[config.mk]
export PLATFORM = sky130hd
export DESIGN_NAME = start_end_word_frame_resync_core_flat
export DESIGN_NICKNAME = d
export VERILOG_FILES = /design/src/rtl/swfr_pkg.sv /design/src/rtl/swfr_in_if.sv /design/src/rtl/swfr_out_if.sv /design/src/rtl/start_end_word_frame_resync_core.sv /design/src/rtl/swfr_cell.sv /design/src/rtl/swfr_ctrl.sv /design/src/flat_wrapper.sv
export SDC_FILE = /design/constraint.sdc
export NUM_CORES = 1
export LEC_CHECK = 0
export ABC_AREA = 1
export BUFFER_PORTS_ARGS = -buffer_cell sky130_fd_sc_hd__buf_4
export CORE_MARGIN = 2
export CORE_UTILIZATION = 60
export CTS_CLUSTER_SIZE = 25
export DETAILED_ROUTE_END_ITERATION = 8
export GPL_TIMING_DRIVEN = 0
export PLACE_DENSITY = 0.77
export SYNTH_ARGS = -nofsm -noshare
export SYNTH_HDL_FRONTEND = slang
export SYNTH_HIERARCHICAL = 1
export SYNTH_SLANG_ARGS = --single-unit
[constraint.sdc]
create_clock -name clk -period 7.03 [get_ports clk]
set_clock_uncertainty 0.05 [all_clocks]
set_input_delay 0.3515 -clock clk [delete_from_list [all_inputs] [get_ports clk]]
set_output_delay 0.3515 -clock clk [all_outputs]
set_load 0.02 [all_outputs]
[src/rtl/swfr_pkg.sv]
// Shared types and constants of the start/end word frame resync block.
`timescale 1ns / 1ps
package swfr_pkg;

  localparam int BYTE_W    = 8;
  localparam int WORD_W    = 32;
  localparam int IDX_W     = 6;
  localparam int CFG_IDX_W = 1;

  typedef enum logic [CFG_IDX_W-1:0] {
    REG_START_MARKER = 1'b0,
    REG_END_MARKER   = 1'b1
  } cfg_reg_t;

  // Per-cycle commands broadcast to every cell of the chain.
  typedef struct packed {
    logic shift;   // input transfer: window moves one cell toward the head
    logic load;    // frame matched: copy the new window into the packet chain
    logic drain;   // output transfer: packet chain moves one cell toward the head
  } cell_ctrl_t;

endpackage

[src/rtl/swfr_in_if.sv]
// Received byte channel.
`timescale 1ns / 1ps
interface swfr_in_if;
  import swfr_pkg::*;

  logic              valid;
  logic              ready;
  logic [BYTE_W-1:0] rx_byte;

  modport source (output valid, output rx_byte, input ready);
  modport sink   (input valid, input rx_byte, output ready);
endinterface

[src/rtl/swfr_out_if.sv]
// Packet byte channel.
`timescale 1ns / 1ps
interface swfr_out_if;
  import swfr_pkg::*;

  logic              valid;
  logic              ready;
  logic [BYTE_W-1:0] packet_byte;
  logic [IDX_W-1:0]  byte_index;
  logic              last_byte;

  modport source (output valid, output packet_byte, output byte_index, output last_byte,
                  input ready);
  modport sink   (input valid, input packet_byte, input byte_index, input last_byte,
                  output ready);
endinterface

[src/rtl/start_end_word_frame_resync_core.sv]
// Top level: fixed-length frame resync on start and end marker words.
//
//   channel  dir  handshake          payload
//   in_chan  in   valid / ready      rx_byte
//   out_chan out  valid / ready      packet_byte, byte_index, last_byte
//   cfg      in   cfg_we             cfg_idx, cfg_wdata
//
// One received byte per cycle unless held; a matched frame leaves as PACKET_BYTES
// transfers, one per cycle with out_ready high, the first in the cycle after
// the completing byte. Input is held only while a byte could complete a frame
// and the previous packet still has bytes that do not all leave in this cycle;
// the hold ends with the cycle in which that packet's last byte transfers.
// Reset (rst_n low, synchronous) clears the fill and packet counts, so the window
// and the packet chain read as empty, and clears both marker registers.
`timescale 1ns / 1ps
module start_end_word_frame_resync_core #(
  parameter int PACKET_BYTES = 32
) (
  input  logic                           clk,
  input  logic                           rst_n,
  swfr_in_if.sink                        in_chan,
  swfr_out_if.source                     out_chan,
  input  logic                           cfg_we,
  input  logic [swfr_pkg::CFG_IDX_W-1:0] cfg_idx,
  input  logic [swfr_pkg::WORD_W-1:0]    cfg_wdata
);
  import swfr_pkg::*;

  logic [BYTE_W-1:0] win_q [PACKET_BYTES];
  logic [BYTE_W-1:0] pkt_q [PACKET_BYTES];
  cell_ctrl_t        ctrl;
  logic [WORD_W-1:0] head_word;
  logic [3*BYTE_W-1:0] tail_bytes;

  // cell 0 holds the oldest byte; new bytes enter at the far end.
  // The compare looks at the window as it will be after this shift.
  assign head_word  = {win_q[4], win_q[3], win_q[2], win_q[1]};
  assign tail_bytes = {win_q[PACKET_BYTES-1], win_q[PACKET_BYTES-2], win_q[PACKET_BYTES-3]};

  swfr_ctrl #(.PACKET_BYTES(PACKET_BYTES)) u_ctrl (
    .clk        (clk),
    .rst_n      (rst_n),
    .cfg_we     (cfg_we),
    .cfg_idx    (cfg_idx),
    .cfg_wdata  (cfg_wdata),
    .in_valid   (in_chan.valid),
    .in_ready   (in_chan.ready),
    .rx_byte    (in_chan.rx_byte),
    .head_word  (head_word),
    .tail_bytes (tail_bytes),
    .out_valid  (out_chan.valid),
    .out_ready  (out_chan.ready),
    .byte_index (out_chan.byte_index),
    .last_byte  (out_chan.last_byte),
    .ctrl       (ctrl)
  );

  for (genvar k = 0; k < PACKET_BYTES; k++) begin : g_cell
    logic [BYTE_W-1:0] win_in;
    logic [BYTE_W-1:0] pkt_in;

    if (k == PACKET_BYTES - 1) begin : g_end
      assign win_in = in_chan.rx_byte;
      assign pkt_in = '0;
    end else begin : g_mid
      assign win_in = win_q[k+1];
      assign pkt_in = pkt_q[k+1];
    end

    swfr_cell u_cell (
      .clk    (clk),
      .ctrl   (ctrl),
      .win_in (win_in),
      .pkt_in (pkt_in),
      .win_q  (win_q[k]),
      .pkt_q  (pkt_q[k])
    );
  end

  assign out_chan.packet_byte = pkt_q[0];
endmodule

[src/rtl/swfr_cell.sv]
// One chain cell: a window byte and a packet byte, each shifted from the neighbor.
`timescale 1ns / 1ps
module swfr_cell (
  input  logic                        clk,
  input  swfr_pkg::cell_ctrl_t        ctrl,
  input  logic [swfr_pkg::BYTE_W-1:0] win_in,
  input  logic [swfr_pkg::BYTE_W-1:0] pkt_in,
  output logic [swfr_pkg::BYTE_W-1:0] win_q,
  output logic [swfr_pkg::BYTE_W-1:0] pkt_q
);
  import swfr_pkg::*;

  logic [BYTE_W-1:0] win_r;
  logic [BYTE_W-1:0] pkt_r;

  always_ff @(posedge clk) begin
    if (ctrl.shift) begin
      win_r <= win_in;
    end
  end

  // load only comes with a shift, so win_in is this cell's new window byte
  always_ff @(posedge clk) begin
    if (ctrl.load) begin
      pkt_r <= win_in;
    end else if (ctrl.drain) begin
      pkt_r <= pkt_in;
    end
  end

  assign win_q = win_r;
  assign pkt_q = pkt_r;
endmodule

[src/rtl/swfr_ctrl.sv]
// Fill count, marker compare, packet drain count and handshakes.
`timescale 1ns / 1ps
module swfr_ctrl #(
  parameter int PACKET_BYTES = 32
) (
  input  logic                           clk,
  input  logic                           rst_n,
  input  logic                           cfg_we,
  input  logic [swfr_pkg::CFG_IDX_W-1:0] cfg_idx,
  input  logic [swfr_pkg::WORD_W-1:0]    cfg_wdata,
  input  logic                           in_valid,
  output logic                           in_ready,
  input  logic [swfr_pkg::BYTE_W-1:0]    rx_byte,
  input  logic [swfr_pkg::WORD_W-1:0]    head_word,
  input  logic [3*swfr_pkg::BYTE_W-1:0]  tail_bytes,
  output logic                           out_valid,
  input  logic                           out_ready,
  output logic [swfr_pkg::IDX_W-1:0]     byte_index,
  output logic                           last_byte,
  output swfr_pkg::cell_ctrl_t           ctrl
);
  import swfr_pkg::*;

  localparam int FILL_W = $clog2(PACKET_BYTES);
  localparam int REM_W  = $clog2(PACKET_BYTES + 1);

  logic [WORD_W-1:0] start_r;
  logic [WORD_W-1:0] end_r;
  logic [FILL_W-1:0] fill_r, fill_nxt;
  logic [REM_W-1:0]  rem_r, rem_nxt;
  logic [IDX_W-1:0]  idx_r, idx_nxt;
  logic              in_fire, out_fire, full_next, busy, match, load;

  always_ff @(posedge clk) begin
    if (!rst_n) begin
      start_r <= '0;
      end_r   <= '0;
    end else if (cfg_we) begin
      case (cfg_reg_t'(cfg_idx))
        REG_START_MARKER: start_r <= cfg_wdata;
        REG_END_MARKER:   end_r   <= cfg_wdata;
        default: ;
      endcase
    end
  end

  assign full_next = (fill_r == FILL_W'(PACKET_BYTES - 1));
  assign busy      = (rem_r != '0);
  assign out_valid = busy;
  assign out_fire  = out_valid && out_ready;
  // hold input only when this byte could complete a frame while the previous
  // packet has not finished leaving
  assign in_ready  = !(full_next && busy && !(rem_r == REM_W'(1) && out_ready));
  assign in_fire   = in_valid && in_ready;

  assign match = full_next && (head_word == start_r) && ({rx_byte, tail_bytes} == end_r);
  assign load  = in_fire && match;

  always_comb begin
    fill_nxt = fill_r;
    if (in_fire) begin
      if (match) begin
        fill_nxt = '0;
      end else if (!full_next) begin
        fill_nxt = fill_r + FILL_W'(1);
      end
    end
  end

  always_comb begin
    rem_nxt = rem_r;
    idx_nxt = idx_r;
    if (load) begin
      rem_nxt = REM_W'(PACKET_BYTES);
      idx_nxt = '0;
    end else if (out_fire) begin
      rem_nxt = rem_r - REM_W'(1);
      idx_nxt = idx_r + IDX_W'(1);
    end
  end

  always_ff @(posedge clk) begin
    if (!rst_n) begin
      fill_r <= '0;
      rem_r  <= '0;
      idx_r  <= '0;
    end else begin
      fill_r <= fill_nxt;
      rem_r  <= rem_nxt;
      idx_r  <= idx_nxt;
    end
  end

  assign byte_index = idx_r;
  assign last_byte  = (rem_r == REM_W'(1));

  assign ctrl.shift = in_fire;
  assign ctrl.load  = load;
  assign ctrl.drain = out_fire;
endmodule

[src/flat_wrapper.sv]
// flat-port wrapper written by rule: the top's interface ports become plain ports
module start_end_word_frame_resync_core_flat import swfr_pkg::*;
#(
  parameter int PACKET_BYTES = 32
)
  (clk, rst_n, cfg_we, cfg_idx, cfg_wdata, in_chan_valid, in_chan_rx_byte, in_chan_ready, out_chan_valid, out_chan_packet_byte, out_chan_byte_index, out_chan_last_byte, out_chan_ready);
  swfr_in_if in_chan_i ();
  swfr_out_if out_chan_i ();
  input  logic clk;
  input  logic rst_n;
  input  logic cfg_we;
  input  logic [swfr_pkg::CFG_IDX_W-1:0] cfg_idx;
  input  logic [swfr_pkg::WORD_W-1:0] cfg_wdata;
  input wire logic [$bits(in_chan_i.valid)-1:0] in_chan_valid;
  input wire logic [$bits(in_chan_i.rx_byte)-1:0] in_chan_rx_byte;
  output wire logic [$bits(in_chan_i.ready)-1:0] in_chan_ready;
  output wire logic [$bits(out_chan_i.valid)-1:0] out_chan_valid;
  output wire logic [$bits(out_chan_i.packet_byte)-1:0] out_chan_packet_byte;
  output wire logic [$bits(out_chan_i.byte_index)-1:0] out_chan_byte_index;
  output wire logic [$bits(out_chan_i.last_byte)-1:0] out_chan_last_byte;
  input wire logic [$bits(out_chan_i.ready)-1:0] out_chan_ready;
  assign in_chan_i.valid = in_chan_valid;
  assign in_chan_i.rx_byte = in_chan_rx_byte;
  assign in_chan_ready = in_chan_i.ready;
  assign out_chan_valid = out_chan_i.valid;
  assign out_chan_packet_byte = out_chan_i.packet_byte;
  assign out_chan_byte_index = out_chan_i.byte_index;
  assign out_chan_last_byte = out_chan_i.last_byte;
  assign out_chan_i.ready = out_chan_ready;
  start_end_word_frame_resync_core #(.PACKET_BYTES(PACKET_BYTES)) u_core (.clk(clk), .rst_n(rst_n), .in_chan(in_chan_i), .out_chan(out_chan_i), .cfg_we(cfg_we), .cfg_idx(cfg_idx), .cfg_wdata(cfg_wdata));
endmodule
* Word level (Yosys, flattened, before mapping)
Cells that the tools add are included.
** Word-level totals
- Register bits :: 585
- Bits in latches :: 0
- Bits in writable memories :: 0
- ROM bits :: 0
- Input bits :: 46
- Word-level logic and storage cells :: 163
- Memories :: 0
** Cells by class
- Add/subtract/negate cells :: 3
- $mul :: 0
- Divide/modulo/power cells :: 0
- $lt $le $gt $ge :: 0
- Equal/unequal tests :: 5
- Shifts and indexed selects :: 0
- Mux-type cells :: 68
- Bitwise gates (word level) :: 2
- Reductions and logical operators :: 16
** Operators by type and width (number)
- 8-bit two-way mux :: 64
- 32-bit equality test :: 2
- 6-bit two-way mux :: 2
- 5-bit two-way mux :: 2
- 1-bit logical AND :: 8
- 6-bit by 1-bit adder with 6-bit output (second input constant) :: 1
- 6-bit by 1-bit equality test with 1-bit output (second input constant) :: 1
- 2-bit AND reduction :: 3
- 6-bit nonzero test :: 1
- 6-bit by 1-bit subtractor with 6-bit output (second input constant) :: 1
- 5-bit by 1-bit adder with 5-bit output (second input constant) :: 1
- 5-bit equality test (second input constant) :: 1
- 1-bit zero test :: 2
- 2-bit by 1-bit != test with 1-bit output (second input constant) :: 1
- 1-bit inverter :: 2
- 2-bit nonzero test :: 1
- 2-bit OR reduction :: 1

* Longest topological paths before layout
Gate-level depths: netlist of run 1.
- Depth after elaboration :: 8
- Mapped depth :: 17
- Mapped depth without buffers :: 15

* Cells and area by module
The synthesis of run 1 kept the hierarchy.
** Modules (own cells, without submodules)
- swfr_cell :: instances 32, cells an instance 43, area each 591.8 um2, seq. area each 480.5 um2
- swfr_ctrl :: instances 1, cells an instance 843, area each 5107.4 um2, seq. area each 1621.6 um2
- start_end_word_frame_resync_core :: instances 1, cells an instance 1, area each 3.8 um2, seq. area each 0.0 um2

* Worst setup path after synthesis of run 1
Ideal clock, no wire load.
- Kind :: reg2reg
- Start :: reg u_core.u_ctrl.fill_r[0]
- End :: reg, netlist name u_core/g_cell[0].u_cell/win_q[0]
- Setup time :: 438 ps
- Data arrival time :: 2966 ps
- Required time :: 6542 ps
- Setup slack :: 3576 ps
- Cell stages (with the launch flop) :: 9
- Buffers on the path :: 2
- Cells stage by stage :: dfxtp_1 ha_1 nand2_1 nor2_1 ha_1 nand3_2 and2_4 buf_6 buf_4
** RTL lines
- start, declared :: RTL line swfr_ctrl.sv:29 : logic [FILL_W-1:0] fill_r, fill_nxt;
- start signal, assigned :: RTL line swfr_ctrl.sv:88 : fill_r <= fill_nxt;

* Final worst setup path of run 1
- Start :: reg u_core.u_ctrl.fill_r[0]
- End :: reg u_core.g_cell[9].u_cell.pkt_r[1], enable pin
** Between the ends
- Word-level cells in the longest chain between the ends :: 7
** RTL lines
- 5-bit equality test * :: RTL line swfr_ctrl.sv:47 : assign full_next = (fill_r == FILL_W'(PACKET_BYTES - 1));
- 1-bit logical AND (2 in a row) :: RTL line swfr_ctrl.sv:53 : assign in_ready = !(full_next && busy && !(rem_r == REM_W'(1) && out_ready));
- 1-bit zero test :: RTL line swfr_ctrl.sv:53
- 1-bit logical AND :: RTL line swfr_ctrl.sv:54 : assign in_fire = in_valid && in_ready;
- 1-bit logical AND * :: RTL line swfr_ctrl.sv:57 : assign load = in_fire && match;
- net u_core.u_ctrl.load :: RTL line swfr_ctrl.sv:32 : logic in_fire, out_fire, full_next, busy, match, load;
- 2-bit nonzero test (no source line) *
- end signal, assigned :: RTL line swfr_cell.sv:25 : pkt_r <= win_in;
- end signal, assigned :: RTL line swfr_cell.sv:27 : pkt_r <= pkt_in;
- end, declared :: RTL line swfr_cell.sv:14 : logic [BYTE_W-1:0] pkt_r;
Mark *: on every way through the listed nets, which the timed path passes. The rest lies on a longest branch.
A chain may end at the register's enable or synchronous reset.

==> metrics.md, run 1 <==
| Metric | Value |
|---|---|
| WHS Endpoint | `u_core/u_ctrl/end_r[9]$_SDFFE_PN0P_` |
| Post-route setup TNS | `0 ps` |
| Outcome | `complete, no violations` |
| Worst vdd ir | `0.261 mV` |
| Number of global-route vias before repair | `15.6k` |
| Clk root buf | `clkbuf_16` |
| Post-Route WL | `51700 µm` |
| Power per cell area | `357 nW/µm²` |
| Die Width | `203 µm` |
| Worst Path Arrival | `3860 ps` |
| Largest net degree at the start of global routing | `116` |
| Synthesized instance count | `2212` |
| Nets | `2424` |
| Crit path launch type | `register` |
| Antenna-violating nets left | `0` |
| Tcrit/Tclk final | `51.7%` |
| Fin. max-slew vios | `0` |
| Num ports | `63` |
| Yosys warns | `6` |
| Antenna violations before repair | `1` |
| First-pass GRT wire length | `80400 µm` |
| Gr ovfl total | `0` |
| CTS max path bufs | `3` |
| Gp weighted congestion | `0.938` |
| CTS H-tree lvls | `2` |
| R2r setup slk | `3400 ps` |
| CP Launch Point | `u_core/u_ctrl/fill_r[0]$_SDFFE_PN0P_` |
| Hold depth | `3` |
| Worst-margin pin slew | `841 ps` |
| Setup slack after layout | `3400 ps` |
| Post-layout util | `69.7%` |
| Port bufs | `61` |
| Die area | `41300 µm²` |
| Critical path endpoint category | `register` |
| Crit Path Max Fanout | `32` |
| Dpl hpwl | `36300 µm` |
| Tmin final | `3630 ps` |
| Row Count | `72` |
| Leak | `11.2 nW` |
| Fin. Hold Viols | `0` |
| FF-to-FF path depth | `15` |
| Postcts setup bufs | `0` |
| WL/cell | `17.6 µm` |
| DRC viols | `0` |
| Initial Utilization | `61.2%` |
| DR pass1 iterations | `5` |
| Reg2reg end | `u_core/g_cell[9].u_cell/pkt_q[1]$_DFFE_PP_` |
| Final setup vio count | `0` |
| Synth-to-Final Area Change | `13.9%` |
| Max_cap viols | `0` |
| Mapped Area | `23800 µm²` |
| Vias per cell | `5.40` |
| Reg clk slew, reported paths | `60 ps` |
| Worst path required time | `7250 ps` |
| Synthesized area per cell | `10.8 µm²` |
| DP Area | `25000 µm²` |
| Hold path start | `cfg_wdata[9]` |
| TritonCTS Buffers | `56` |
| Die height | `203 µm` |
| FILL cells | `2700` |
| Clk Latency, worst-skew pair | `630 ps` |
| Layout cells sized above 1 | `9.79%` |
| Place WS | `3470 ps` |
| R2R Path Start | `u_core/u_ctrl/fill_r[0]$_SDFFE_PN0P_` |
| CTS tree | `yes` |
| Max transition margin | `43.9%` |
| Via count | `15.9k` |
| RSZ-0062 raised after global routing | `false` |
| Fmax | `275 MHz` |
| Core ar. | `38900 µm²` |
| CTS Sinks | `585` |
| Starting DRT DRC Count | `1368` |
| Setup Crit Path Kind | `reg -> reg` |
| Worst hold path type | `in -> reg` |
| Diodes inserted | `0` |
| Final instance area | `27100 µm²` |
| GR Util All Layers | `25.4%` |
==> flip-flops by register name, indices dropped and copies added (netlist names) <==
signal / flops
u_core/u_ctrl/fill_r: 5
u_core/u_ctrl/end_r: 32
u_core/u_ctrl/start_r: 32
u_core/u_ctrl/rem_r: 6
u_core/g_cell.u_cell/win_q: 248
u_core/u_ctrl/byte_index: 6
u_core/g_cell.u_cell/pkt_q: 256
==> layout by cell type (no fill, tap or decap), drive strengths merged <==
master and n:
bufinv 4, nand3 25, inv 167, nor3 2, clkinv 27, nand2 1018, xor2 8, and3 2
conb 8, buf 102, nor2 119, nand4 31, o21ai 70, ha 5, and2 4, a21oi 64
clkinvlp 1, clkbuf 90, xnor2 19, nor3b 1, nand3b 1, dlygate4sd3 33, edfxtp 504, dfxtp 81
or2 34
==> report_power, final <==
part / total, W / leakage, nW / internal [W] / switching, W
combinational: 0.00154 / 4.78 / 0.000471 / 0.00107
sequential: 0.00523 / 5.52 / 0.00494 / 0.000297
clock: 0.00292 / 0.872 / 0.00165 / 0.00127
==> worst max path at each step <==
stage	endpoint	slack, ps	cells past startpoint
after CTS	u_core/g_cell[17].u_cell/pkt_q[6]$_DFFE_PP_	3460	15
after global placement	u_core/g_cell[14].u_cell/win_q[4]$_DFFE_PP_	2940	8
after detailed placement	u_core/g_cell[7].u_cell/pkt_q[0]$_DFFE_PP_	3470	15
final	u_core/g_cell[9].u_cell/pkt_q[1]$_DFFE_PP_	3400	15
after global routing	u_core/g_cell[7].u_cell/pkt_q[0]$_DFFE_PP_	3220	15
after floorplan	u_core/g_cell[10].u_cell/win_q[0]$_DFFE_PP_	3630	8
==> final cells by class <==
cell class | count | area (µm²) | share of cell area (%)
tap | 518 | 648 | 2.39
sequential | 585 | 16800 | 61.8
buffer | 56 | 494 | 1.82
multi-input combinational | 1411 | 5960 | 22.0
clock inverter | 32 | 285 | 1.05
inverter | 167 | 628 | 2.32
timing repair buffer | 96 | 843 | 3.11
clock buffer | 73 | 1500 | 5.51
==> timing repair <==
item,CTS,global route
hold buffers,33,0
endpoints found under the hold margin,49,0
resized for setup,0,0
==> metal layers <==
metal / global-route usage (%) / part of all wire (%)
met5: 0 / 0.050
met4: 8.89 / 3.3
met3: 5.32 / 7.5
met2: 43.8 / 49
met1: 32.2 / 40
==> worst max-delay path, stage by stage, from the launching register on <==
cell     delay, ps
dfxtp_1        370
ha_1           200
nand2_1         60
nor2_1         100
ha_1           310
nand2_1        140
nor2_1         110
nand2_1         70
nor2_1          80
nand2_1         50
nor2_1         120
nand3_1        150
nor2_1         140
buf_4          670
buf_6          240
or2_1          370
==> through the flow <==
stage / cells / power (W) / hold WS [ps]
3_3_place_gp: 2798 / 0.00670 / 379
4_1_cts: 2938 / 0.00975 / 0.319
3_5_place_dp: 2800 / 0.00681 / 384
5_1_grt: 2938 / 0.0101 / 31.5
6_report: 2938 / 0.00969 / 19.4
2_1_floorplan: 2219 / 0.00625 / 376
No activity file was read; power rests on OpenSTA's default activity.
==> run 2: changes to the inputs <==
CORE_UTILIZATION = 56   (was 60)
PLACE_DENSITY = 0.76   (was 0.77)
clock period = 3.1 ns   (was 7.03 ns; I/O delays follow)
==> run 2 against run 1 <==
  * Count of clock-buffer cells in the layout grew 5
  * Critical path depth grew 1
  * Sequential power grew 130%
  * Routed wire length grew 2.3%
  * Power grew 130%
  * Setup slack lost 3300 ps
  * Clock power grew 140%
  * First-iteration DRC count grew 15%
  * Register-to-register slack lost 3300 ps
  * Final area grew 2.0%
==> metrics.md, run 2 (same netlist as run 1, synthesis figures left out) <==
| Metric | Value |
|---|---|
| Via count | `15.9k (+0.30%)` |
| Gr ovfl total | `0 (unchanged)` |
| Clk Latency, worst-skew pair | `620 ps (about the same)` |
| Vias per cell | `5.34 (-1.2%)` |
| Row Count | `75 (+4.2%)` |
| Hold depth | `6 (+3)` |
| Max_cap viols | `0 (unchanged)` |
| DR pass1 iterations | `6 (+1)` |
| Post-layout util | `65.9% (-3.7 points)` |
| Finished Layout Cells | `2982 (+1.5%)` |
| Worst path required time | `3370 ps (-3880 ps)` |
| First-pass GRT wire length | `81800 µm (+1.7%)` |
| TritonCTS Buffers | `56 (unchanged)` |
| CTS Sinks | `585 (unchanged)` |
| Nets | `2445 (+0.87%)` |
| Number of global-route vias before repair | `15.8k (+0.97%)` |
| Antenna-violating nets left | `0 (unchanged)` |
| Worst hold path type | `in -> reg` |
| WHS | `75.3 ps (+56.0 ps)` |
| Leak | `11.4 nW (+1.7%)` |
| Worst-margin pin slew | `639 ps (-202 ps)` |
| Die Width | `210 µm (+3.4%)` |
| Fin. max-slew vios | `0 (unchanged)` |
| Tcrit/Tclk final | `95.9% (+44 points)` |
| Commonest non-fill, non-tap cell in the layout | `nand2_1` |
| Worst Path Arrival | `3240 ps (-620 ps)` |
| Tmin final | `2970 ps (-660 ps)` |
| Power per cell area | `820 nW/µm² (+130%)` |
| Gp weighted congestion | `0.972 (+3.6%)` |
| CTS max path bufs | `3 (unchanged)` |
| CTS tree | `yes` |
| Core ar. | `41900 µm² (+7.8%)` |
| Port bufs | `61 (unchanged)` |
| Dpl cells | `2821 (+0.75%)` |
| Critical path endpoint category | `register` |
| Setup Crit Path Kind | `reg -> reg` |
| Synth-to-Final Area Change | `16.2%` |
| Num ports | `63 (unchanged)` |
| Final setup vio count | `0 (unchanged)` |
| Die height | `210 µm (+3.4%)` |
| Post-Route WL | `52900 µm (+2.3%)` |
| DRC viols | `0 (unchanged)` |
| RSZ-0062 raised after global routing | `false` |
| Initial Utilization | `56.8% (-4.4 points)` |
| Starting DRT DRC Count | `1575 (+15%)` |
| Outcome | `complete, no violations` |
| Die area | `44200 µm² (+7.0%)` |
| FF-to-FF path depth | `16 (+1)` |
| Antenna violations before repair | `1 (unchanged)` |
| FILL cells | `2986 (+11%)` |
| Most frequent cells in the layout | `1014 x nand2_1, 504 x edfxtp_1, 133 x inv_1` |
| Fin. Hold Viols | `0 (unchanged)` |
| Largest register FFs | `256 (unchanged)` |
| Crit Path Max Fanout | `10 (-69%)` |
| Largest net degree at the start of global routing | `115 (-0.86%)` |
| Layout cells sized above 1 | `11.5% (+1.7 points)` |
| GR Util All Layers | `24.0% (-1.4 points)` |
| Dpl hpwl | `35800 µm (-1.5%)` |
| Fmax | `336 MHz (+22%)` |
| CTS H-tree lvls | `2 (unchanged)` |
| Reg clk slew, reported paths | `60 ps (about the same)` |
| Clk root buf | `clkbuf_16` |
| Crit path launch type | `register` |
| Worst vdd ir | `0.612 mV (+140%)` |
| Max transition margin | `57.4% (+13 points)` |
| Post-route setup TNS | `0 ps (unchanged)` |
| WL/cell | `17.7 µm (+0.81%)` |
-- run 2: cell count changes in the layout (fill, tap and decap cells not counted), moves of 3 or more --
| cell | before | now |
|---|---|---|
| clkbuf_16 | 56 | 60 |
| clkinv_2 | 11 | 8 |
| clkinv_1 | 13 | 7 |
| or2_4 | 0 | 32 |
| dlygate4sd3_1 | 33 | 50 |
| clkbuf_1 | 31 | 34 |
| or2_1 | 32 | 0 |
| bufinv_16 | 4 | 8 |
-- run 2: final timing paths --
| check | from | endpoint | slack [ps] |
|---|---|---|---|
| setup reg to reg | u_core/u_ctrl/fill_r[0]$_SDFFE_PN0P_ | u_core/g_cell[24].u_cell/pkt_q[3]$_DFFE_PP_ | 130 |
| setup / recovery | u_core/u_ctrl/fill_r[0]$_SDFFE_PN0P_ | u_core/g_cell[24].u_cell/pkt_q[3]$_DFFE_PP_ | 130 |
| hold / removal | in_chan_valid | u_core/u_ctrl/fill_r[0]$_SDFFE_PN0P_ | 80 |
| hold reg to reg | u_core/g_cell[27].u_cell/win_q[2]$_DFFE_PP_ | u_core/g_cell[26].u_cell/win_q[2]$_DFFE_PP_ | 390 |
-- run 2: stage by stage --
stage	instance area, µm²	power [W]	worst slack [ps]
final	27700	0.0227	128
after detailed placement	25000	0.0154	-368
after global placement	25000	0.0152	-370
after global routing	27700	0.0237	20.6
after floorplan	23800	0.0142	182
after CTS	27500	0.0227	14.1
-- run 2: per-layer routing --
layer / part of all wire (%) / GRT usage, % / vias to the layer above / wire length [µm]
met1: 41 / 31.6 / 7619 / 21800
met3: 6.6 / 3.01 / 102 / 3460
met4: 2.7 / 8.29 / 0 / 1410
met5: 0 / 0 / - / 0
li1: - / - / 7627 / -
met2: 50 / 41.6 / 562 / 26200
-- run 2: critical path: stages (launching register included) --
cell	delay, ps
dfxtp_1	380
ha_1	210
nand2_1	60
nor2_1	120
ha_2	270
nand2_1	110
nor2_1	110
nand2_1	60
nor2_1	80
nand2_1	60
nor2_1	130
nand3_2	130
nor2_4	210
buf_12	140
clkbuf_16	200
buf_6	150
or2_4	190
-- run 2: cell type report --
| class | count | area [µm²] | area share [%] |
|---|---|---|---|
| repair buffers | 117 | 1110 | 4.02 |
| inverters | 167 | 628 | 2.27 |
| clock inverters | 28 | 363 | 1.31 |
| well taps | 539 | 674 | 2.44 |
| diodes | 1 | 2.50 | 0.00905 |
| flip-flops and latches | 585 | 16800 | 60.6 |
| plain buffers | 56 | 507 | 1.83 |
| multi-input cells | 1411 | 6060 | 21.9 |
| clock buffers | 78 | 1560 | 5.63 |
-- run 2: where the power goes --
group	switching (W)	internal, W	leakage [nW]	total, W
Combinational	0.00245	0.00132	4.92	0.00376
Clock	0.00290	0.00418	0.926	0.00708
Sequential	0.000669	0.0112	5.52	0.0118
Total	0.00602	0.0167	11.4	0.0227
-- run 2: repair_timing --
action | in CTS | in global routing
hold buffers | 50 | 0
resized for setup | 22 | 18
setup buffers | 0 | 1
hold endpoints to repair | 95 | 0
endpoints found under the setup margin | 611 | 490
pin swaps | 0 | 2
gates cloned | 1 | 2
